**config.mk**
```make
export PLATFORM = sky130hd
export DESIGN_NAME = pfe_step
export DESIGN_NICKNAME = d
export VERILOG_FILES = /design/src/rtl/pfe_pkg.sv /design/src/rtl/pfe_step.sv
export SDC_FILE = /design/constraint.sdc
export NUM_CORES = 1
export LEC_CHECK = 0
export BUFFER_PORTS_ARGS = -buffer_cell sky130_fd_sc_hd__buf_4
export CAP_MARGIN = 15
export CORE_MARGIN = 5
export CORE_UTILIZATION = 50
export DETAILED_ROUTE_END_ITERATION = 7
export GPL_TIMING_DRIVEN = 0
export PLACE_DENSITY_LB_ADDON = 0.1
export SETUP_SLACK_MARGIN = 0.02
export SYNTH_ARGS = -nofsm -noshare
export SYNTH_HDL_FRONTEND = slang
export SYNTH_SLANG_ARGS = --single-unit
```
**constraint.sdc**
```tcl
create_clock -name vclk -period 2.9
set_input_delay 0.29 -clock vclk [all_inputs]
set_output_delay 0.29 -clock vclk [all_outputs]
set_load 0.01 [all_outputs]
```
**src/rtl/pfe_pkg.sv**
```systemverilog
package pfe_pkg;

  localparam int PALETTE_ENTRIES_DEF = 64;
  localparam int FADE_LAST_FRAME_DEF = 21;

  localparam logic [7:0] FADE_STEP   = 8'd32;
  localparam logic [7:0] FLASH_LEVEL = 8'd224;
  localparam logic [6:0] FULL_LAST   = 7'd63;

  localparam logic [2:0] CMD_WRITE_CUR = 3'd0;
  localparam logic [2:0] CMD_WRITE_TGT = 3'd1;
  localparam logic [2:0] CMD_READ_CUR  = 3'd2;
  localparam logic [2:0] CMD_START     = 3'd3;
  localparam logic [2:0] CMD_FRAME     = 3'd4;

  localparam logic [2:0] MODE_NONE      = 3'd0;
  localparam logic [2:0] MODE_FADE_IN   = 3'd1;
  localparam logic [2:0] MODE_FADE_OUT  = 3'd2;
  localparam logic [2:0] MODE_FLASH_IN  = 3'd3;
  localparam logic [2:0] MODE_FLASH_OUT = 3'd4;

  localparam logic [1:0] REG_FADE_MODE   = 2'd0;
  localparam logic [1:0] REG_FIRST_ENTRY = 2'd1;
  localparam logic [1:0] REG_ENTRY_SPAN  = 2'd2;
  localparam logic [1:0] REG_SKIP_BANK   = 2'd3;

  typedef enum logic [2:0] {
    ST_CLEAR,
    ST_IDLE,
    ST_READ,
    ST_FILL,
    ST_STEP,
    ST_DRAIN
  } state_t;

  typedef struct packed {
    logic [2:0] command;
    logic       bank;
    logic [5:0] index;
    logic [7:0] red_in;
    logic [7:0] green_in;
    logic [7:0] blue_in;
  } in_item_t;

  typedef struct packed {
    logic [7:0] red_out;
    logic [7:0] green_out;
    logic [7:0] blue_out;
    logic       fade_done;
  } out_item_t;

endpackage

```
**src/rtl/pfe_step.sv**
```systemverilog
module pfe_step (
  input  logic [2:0]  mode,
  input  logic [23:0] cur,
  input  logic [23:0] tgt,
  output logic [23:0] nxt
);

  logic [7:0] c_r, c_g, c_b;
  logic [7:0] t_r, t_g, t_b;
  logic [7:0] n_r, n_g, n_b;

  always_comb begin
    c_r = cur[23:16];
    c_g = cur[15:8];
    c_b = cur[7:0];
    t_r = tgt[23:16];
    t_g = tgt[15:8];
    t_b = tgt[7:0];
    n_r = c_r;
    n_g = c_g;
    n_b = c_b;
    unique case (mode)
      pfe_pkg::MODE_FADE_IN: begin
        if (t_b > c_b) n_b = c_b + pfe_pkg::FADE_STEP;
        else if (t_g > c_g) n_g = c_g + pfe_pkg::FADE_STEP;
        else if (t_r > c_r) n_r = c_r + pfe_pkg::FADE_STEP;
      end
      pfe_pkg::MODE_FADE_OUT: begin
        if (c_r != 8'd0) n_r = c_r - pfe_pkg::FADE_STEP;
        else if (c_g != 8'd0) n_g = c_g - pfe_pkg::FADE_STEP;
        else if (c_b != 8'd0) n_b = c_b - pfe_pkg::FADE_STEP;
      end
      pfe_pkg::MODE_FLASH_IN: begin
        if (t_b < c_b) n_b = c_b - pfe_pkg::FADE_STEP;
        else if (t_g < c_g) n_g = c_g - pfe_pkg::FADE_STEP;
        else if (t_r < c_r) n_r = c_r - pfe_pkg::FADE_STEP;
      end
      pfe_pkg::MODE_FLASH_OUT: begin
        if (c_r != pfe_pkg::FLASH_LEVEL) n_r = c_r + pfe_pkg::FADE_STEP;
        else if (c_g != pfe_pkg::FLASH_LEVEL) n_g = c_g + pfe_pkg::FADE_STEP;
        else if (c_b != pfe_pkg::FLASH_LEVEL) n_b = c_b + pfe_pkg::FADE_STEP;
      end
      default: begin
      end
    endcase
    nxt = {n_r, n_g, n_b};
  end

endmodule

```
==> results of run 1 <==
## cells in the final DEF, fill, tap and decap left out, drive strengths merged, types with 3 or more instances in the layout
cell type   n
o211ai      5
a211oi      3
ha         30
nand3      13
and2        4
buf        90
a21o        3
nor3        6
inv        26
nand4       7
o22ai       5
nor2       18
nor4        4
mux2i       3
nand2b      6
a21oi      17
or2         3
clkbuf      3
o21ai       6
nor2b       3
nand2      12
xnor2       4
## worst max-delay path, delay by kind of cell
| family | cells | cell delay [ns] |
|---|---|---|
| AND/OR/NAND/NOR | 3 | 0.72 |
| adder cells (fa/ha/maj) | 1 | 0.30 |
| buffers and inverters | 3 | 0.33 |
| multiplexers | 1 | 0.16 |
| AO/OA/AOI/OAI | 3 | 0.69 |
## logic make-up (layout without fill, tap and decap cells)
| family | count (synthesis) | after routing | synth area share |
|---|---|---|---|
| AOI/OAI and AO/OA | 62 | 62 | 0.2813 |
| adders and majority gates | 30 | 30 | 0.2364 |
| muxes | 4 | 4 | 0.02600 |
| buffers and inverters | 45 | 119 | 0.1418 |
| xor gates and xnor gates | 4 | 4 | 0.02206 |
| and+or+nand+nor | 80 | 80 | 0.2924 |
## power groups by stage
stage / clock [mW] / combinational (mW) / sequential [mW]
after detailed placement: 0 / 0.328 / 0
after floorplan: 0 / 0.190 / 0
after CTS: 0 / 0.331 / 0
final: 0 / 0.343 / 0
after global routing: 0 / 0.380 / 0
after global placement: 0 / 0.323 / 0
## worst max-delay path by stage
stage                     startpoint       to  slack (ns)  depth (start not counted)
final                         cur[5]  nxt[23]        0.11                         11
after global routing          cur[5]  nxt[23]       -0.06                         11
after CTS                     cur[5]  nxt[21]         0.1                         11
after detailed placement     cur[15]  nxt[21]       -0.03                         11
after global placement        cur[5]  nxt[15]      -0.004                         12
after floorplan              cur[15]  nxt[21]        0.35                         10
## area by class of cell
class | count | area (um^2) | share of cell area
well taps | 44 | 55.05 | 0.02457
inverters | 26 | 97.59 | 0.04355
repair buffers | 74 | 555.5 | 0.2479
plain buffers | 19 | 128.9 | 0.05751
multi-input cells | 180 | 1404 | 0.6265
## what timing repair did
| action | 4_1_cts | 5_1_grt |
|---|---|---|
| setup endpoints to repair | 2 | 5 |
| setup buffers | 0 | 1 |
| gates resized for setup | 2 | 8 |
| pin swaps | 0 | 1 |
## stage by stage
| step | utilization | setup TNS [ns] | hold slack, ns |
|---|---|---|---|
| after global routing | 0.7340 | -0.06088 | 0.8683 |
| after CTS | 0.7197 | 0 | 0.8535 |
| after global placement | 0.7176 | -0.004117 | 0.8508 |
| after floorplan | - | 0 | 0.6575 |
| after detailed placement | 0.7176 | -0.03568 | 0.8533 |
| final | 0.7340 | 0 | 0.8509 |
## Yosys cell counts, types with 4 or more instances
library cell / instances
nor3_1: 4
nand2_1: 12
o21ai_0: 5
nand2b_1: 6
a21oi_1: 17
buf_4: 15
nand3_1: 13
nand4_1: 6
nor2_1: 16
xnor2_1: 4
o211ai_1: 5
ha_1: 30
and2_1: 4
o22ai_1: 5
inv_1: 25
## metal layers
metal  wire length [um]  GRT usage
met1               1893     0.2750
met2               2117     0.3445
met3                342   0.008503
met4                 16    0.01269
met5                  0          0
==> impl_metrics.toml, run 1 <==
[critical_path]
crit_top_cell = "buf_4"
cp_max_fo = 5
critPathLaunchType = "input port"
critPathRequiredTime_ns = 2.61
cp_slowest_stage_delay_ns = 0.37
crit_type = "input port to output pin"
crit_path_end_kind = "output pin"
arrival_ns = 2.50
critical-path-slowest-cell = "nor3_2"
path_cells = "buf_4 > inv_1 > ha_1 > nand4_1 > a21o_1 > and2_1 > nor3_2 > mux2i_1 > o41ai_1 > a21oi_1 > buf_4"

[placement]
post_dp_cell_area_um2 = 2191
place_congestion = 0.9077
place_ws_ns = -0.02858
numPlacedInstances = 342
dp_hpwl_um = 3799
portBuffers = 73

[synthesis]
synth_top_area_share = 0.2364
avgSynthCellArea_um2 = 7.057
netlist_top_cells_area = "ha_1, buf_4, inv_1, a21oi_1, nand3_1"
synth_nets = 306
synth_cell_types = 52
ys_warn_count = 0
ys_seq_area_frac = 0
yosys.area.top_type = "ha_1"
postSynthCellCount = 225
netlist_area_um2 = 1588

[die]
start_util = 0.5201
core_area_um2 = 3053
die_w_um = 66.35
ios = 75
die-area_um2 = 4402
die_height_um = 66.35
rows = 20

[drt]
wl_per_cell_um = 12.74
vias = 1869
drt_iter0_drc = 123
ant_nets = 0
drc = 0
via_per_inst = 5.449
dr.pass1.iters = 4
routed_wl_um = 4369

[power]
p_clk_frac = 0
ir_drop_mv = 0.07474
p_comb_frac = 1.000
total_power_mw = 0.3427
powerDensity_nw_per_um2 = 152.9
switching_share = 0.4905
power_switching_mw = 0.1681
p_int_mw = 0.1746
p_leak_nw = 1.082
pwr-share-seq = 0

[timing]
hold_viol = 0
finalCritPeriodShare = 0.9611
maxSlewHeadroom = 0.6393
finalCriticalPeriod_ns = 2.787
rsz0062_at_grt = "true"
fmax_mhz = 358.8
drv_slew = 0
layout_setup_ws_ns = 0.1128
tightestPinTransition_ns = 0.5390
setup_viol = 0

[finish]
area_growth_pct = 41.13
fin_area_um2 = 2241
n_fill_cell = 292
nClkBuffers = 0
drive_gt1_frac = 0.3645
nets = 382
final_cells = 343
diodes = 0
seq_area_um2 = 0
seq_cell_count = 0

[outcome]
status = "completed"

[min_path]
min_to = "nxt[20]"
hp-class = "input port to output pin"
hold_start = "cur[20]"
whs_path_depth = 3

[run]
cap_violations = 0

[clock_tree]
cts_hold_buf = 0

[grt]
antenna_found_initial = 0
grt.overflow.total = 0
first_global_vias = 1716
grtUsageTotal = 0.1968
grt_pass1_wl_um = 7327
grt_max_degree = 11
Power figures use the tool's default switching activity.
==> run 2: changes to the inputs <==
ABC_AREA = 1   (was not set)
==> impl_metrics.toml, run 2 <==
[synthesis]
synth_most_common_cell = "nand2_1"
synth_cell_types = 33
netlist_top_cells_area = "ha_1, nand2_1, inv_1, nand3_1, nand4_1"
yosys.area.top_type = "ha_1"
avgSynthCellArea_um2 = 5.838
postSynthCellCount = 314
synth_nets = 395
ys_warn_count = 0
yosys-top-cells-count = "nand2_1, inv_1, ha_1"
synth_top_area_share = 0.2048
netlist_area_um2 = 1833
ys_seq_area_frac = 0

[die]
die_w_um = 70.55
core_area_um2 = 3606
start_util = 0.5083
die-area_um2 = 4977
die_height_um = 70.55
rows = 22
ios = 75

[finish]
seq_area_um2 = 0
final_cells = 435
seq_cell_count = 0
nets = 470
nClkBuffers = 0
fin_area_um2 = 2441
diodes = 0
n_fill_cell = 361
postLayoutCoreUtil = 0.6770
drive_gt1_frac = 0.3049
multiInputGateArea_um2 = 1493
area_growth_pct = 33.17
layout_commonest_cell = "buf_4"
layout_common_cells = "buf_4, nand2_1, inv_1"

[drt]
wl_per_cell_um = 11.72
drc = 0
ant_nets = 0
drt_iter0_drc = 91
via_per_inst = 5.189
routed_wl_um = 5098
dr.pass1.iters = 5
vias = 2257

[timing]
finalCritPeriodShare = 0.8391
layout_setup_ws_ns = 0.4667
fmax_mhz = 411.0
tightestPinTransition_ns = 0.4867
setup_viol = 0
whs_ns = 0.8506
maxSlewHeadroom = 0.6752
hold_viol = 0
finalSetupTns_ns = 0
finalCriticalPeriod_ns = 2.433
drv_slew = 0
rsz0062_at_grt = "false"

[power]
p_leak_nw = 1.395
powerDensity_nw_per_um2 = 153.6
total_power_mw = 0.3749
ir_drop_mv = 0.07846

[clock_tree]
cts_setup_buffers = 0
cts_resized = 0
cts_hold_buf = 0

[grt]
grt.overflow.total = 0
antenna_found_initial = 0
grt_max_degree = 11
grt_pass1_wl_um = 8652
first_global_vias = 2047
grtUsageTotal = 0.1967

[placement]
place_ws_ns = 0.4931
numPlacedInstances = 435
post_dp_cell_area_um2 = 2441
portBuffers = 73
place_congestion = 0.9716
dp_hpwl_um = 4277

[critical_path]
cp_max_fo = 10
critPathRequiredTime_ns = 2.61
crit_path_end_kind = "output pin"
arrival_ns = 2.14
critPathLaunchType = "input port"
crit_type = "input port to output pin"

[outcome]
status = "completed"

[min_path]
hp-class = "input port to output pin"

[run]
cap_violations = 0
-- run 2: changes by cell type after synthesis, sizes merged, moves of 4 or more --
cell / previous run / this run
nand2: 12 / 76
nor2: 18 / 32
inv: 26 / 54
o21ai: 6 / 10
o22ai: 5 / 1
nand2b: 6 / 0
nor4: 4 / 0
nand4: 7 / 21
and2: 4 / 0
nand3: 13 / 28
-- run 2: path summary, 6_finish.rpt --
kind	startpoint	cells after the start	to	slack (ns)
worst min-delay path	cur[10]	3	nxt[10]	0.85
worst max-delay path	cur[7]	12	nxt[13]	0.47
-- run 2: where the power goes --
part / leakage, nW / internal [mW] / switching (mW) / total (mW)
clock network: 0 / 0 / 0 / 0
logic: 1.39 / 0.173 / 0.202 / 0.375
registers: 0 / 0 / 0 / 0
-- run 2: final cells by class --
type                            count  area share
Multi-Input combinational cell    241      0.6115
Buffer                             19     0.05638
Inverter                           54     0.08303
Timing Repair Buffer               73      0.2245
Tap cell                           48     0.02460
-- run 2: layer usage --
| layer | vias to the layer above | part of all wire | global-route usage |
|---|---|---|---|
| met3 | 7 | 0.066 | 0.01847 |
| met1 | 989 | 0.44 | 0.2557 |
| met5 | - | 0 | 0 |
| li1 | 1183 | - | - |
| met2 | 78 | 0.48 | 0.3669 |
| met4 | 0 | 0.011 | 0.01253 |
-- run 2: cell families after synthesis --
kind of cell	after synthesis	share of synthesized area
simple gates	166	0.4539
buf+inv	73	0.1857
compound gates	39	0.1270
fa+ha+maj	30	0.2048
xor+xnor	6	0.02867
-- run 2: critical path, stage by stage --
cell and delay (ns):
clkbuf_2 0.16, inv_1 0.12, ha_1 0.33, a21o_1 0.18
nor2_1 0.13, nand2_1 0.14, buf_4 0.20, nand2_1 0.14
nand2_1 0.08, o211ai_1 0.09, nand4_1 0.11, buf_4 0.16
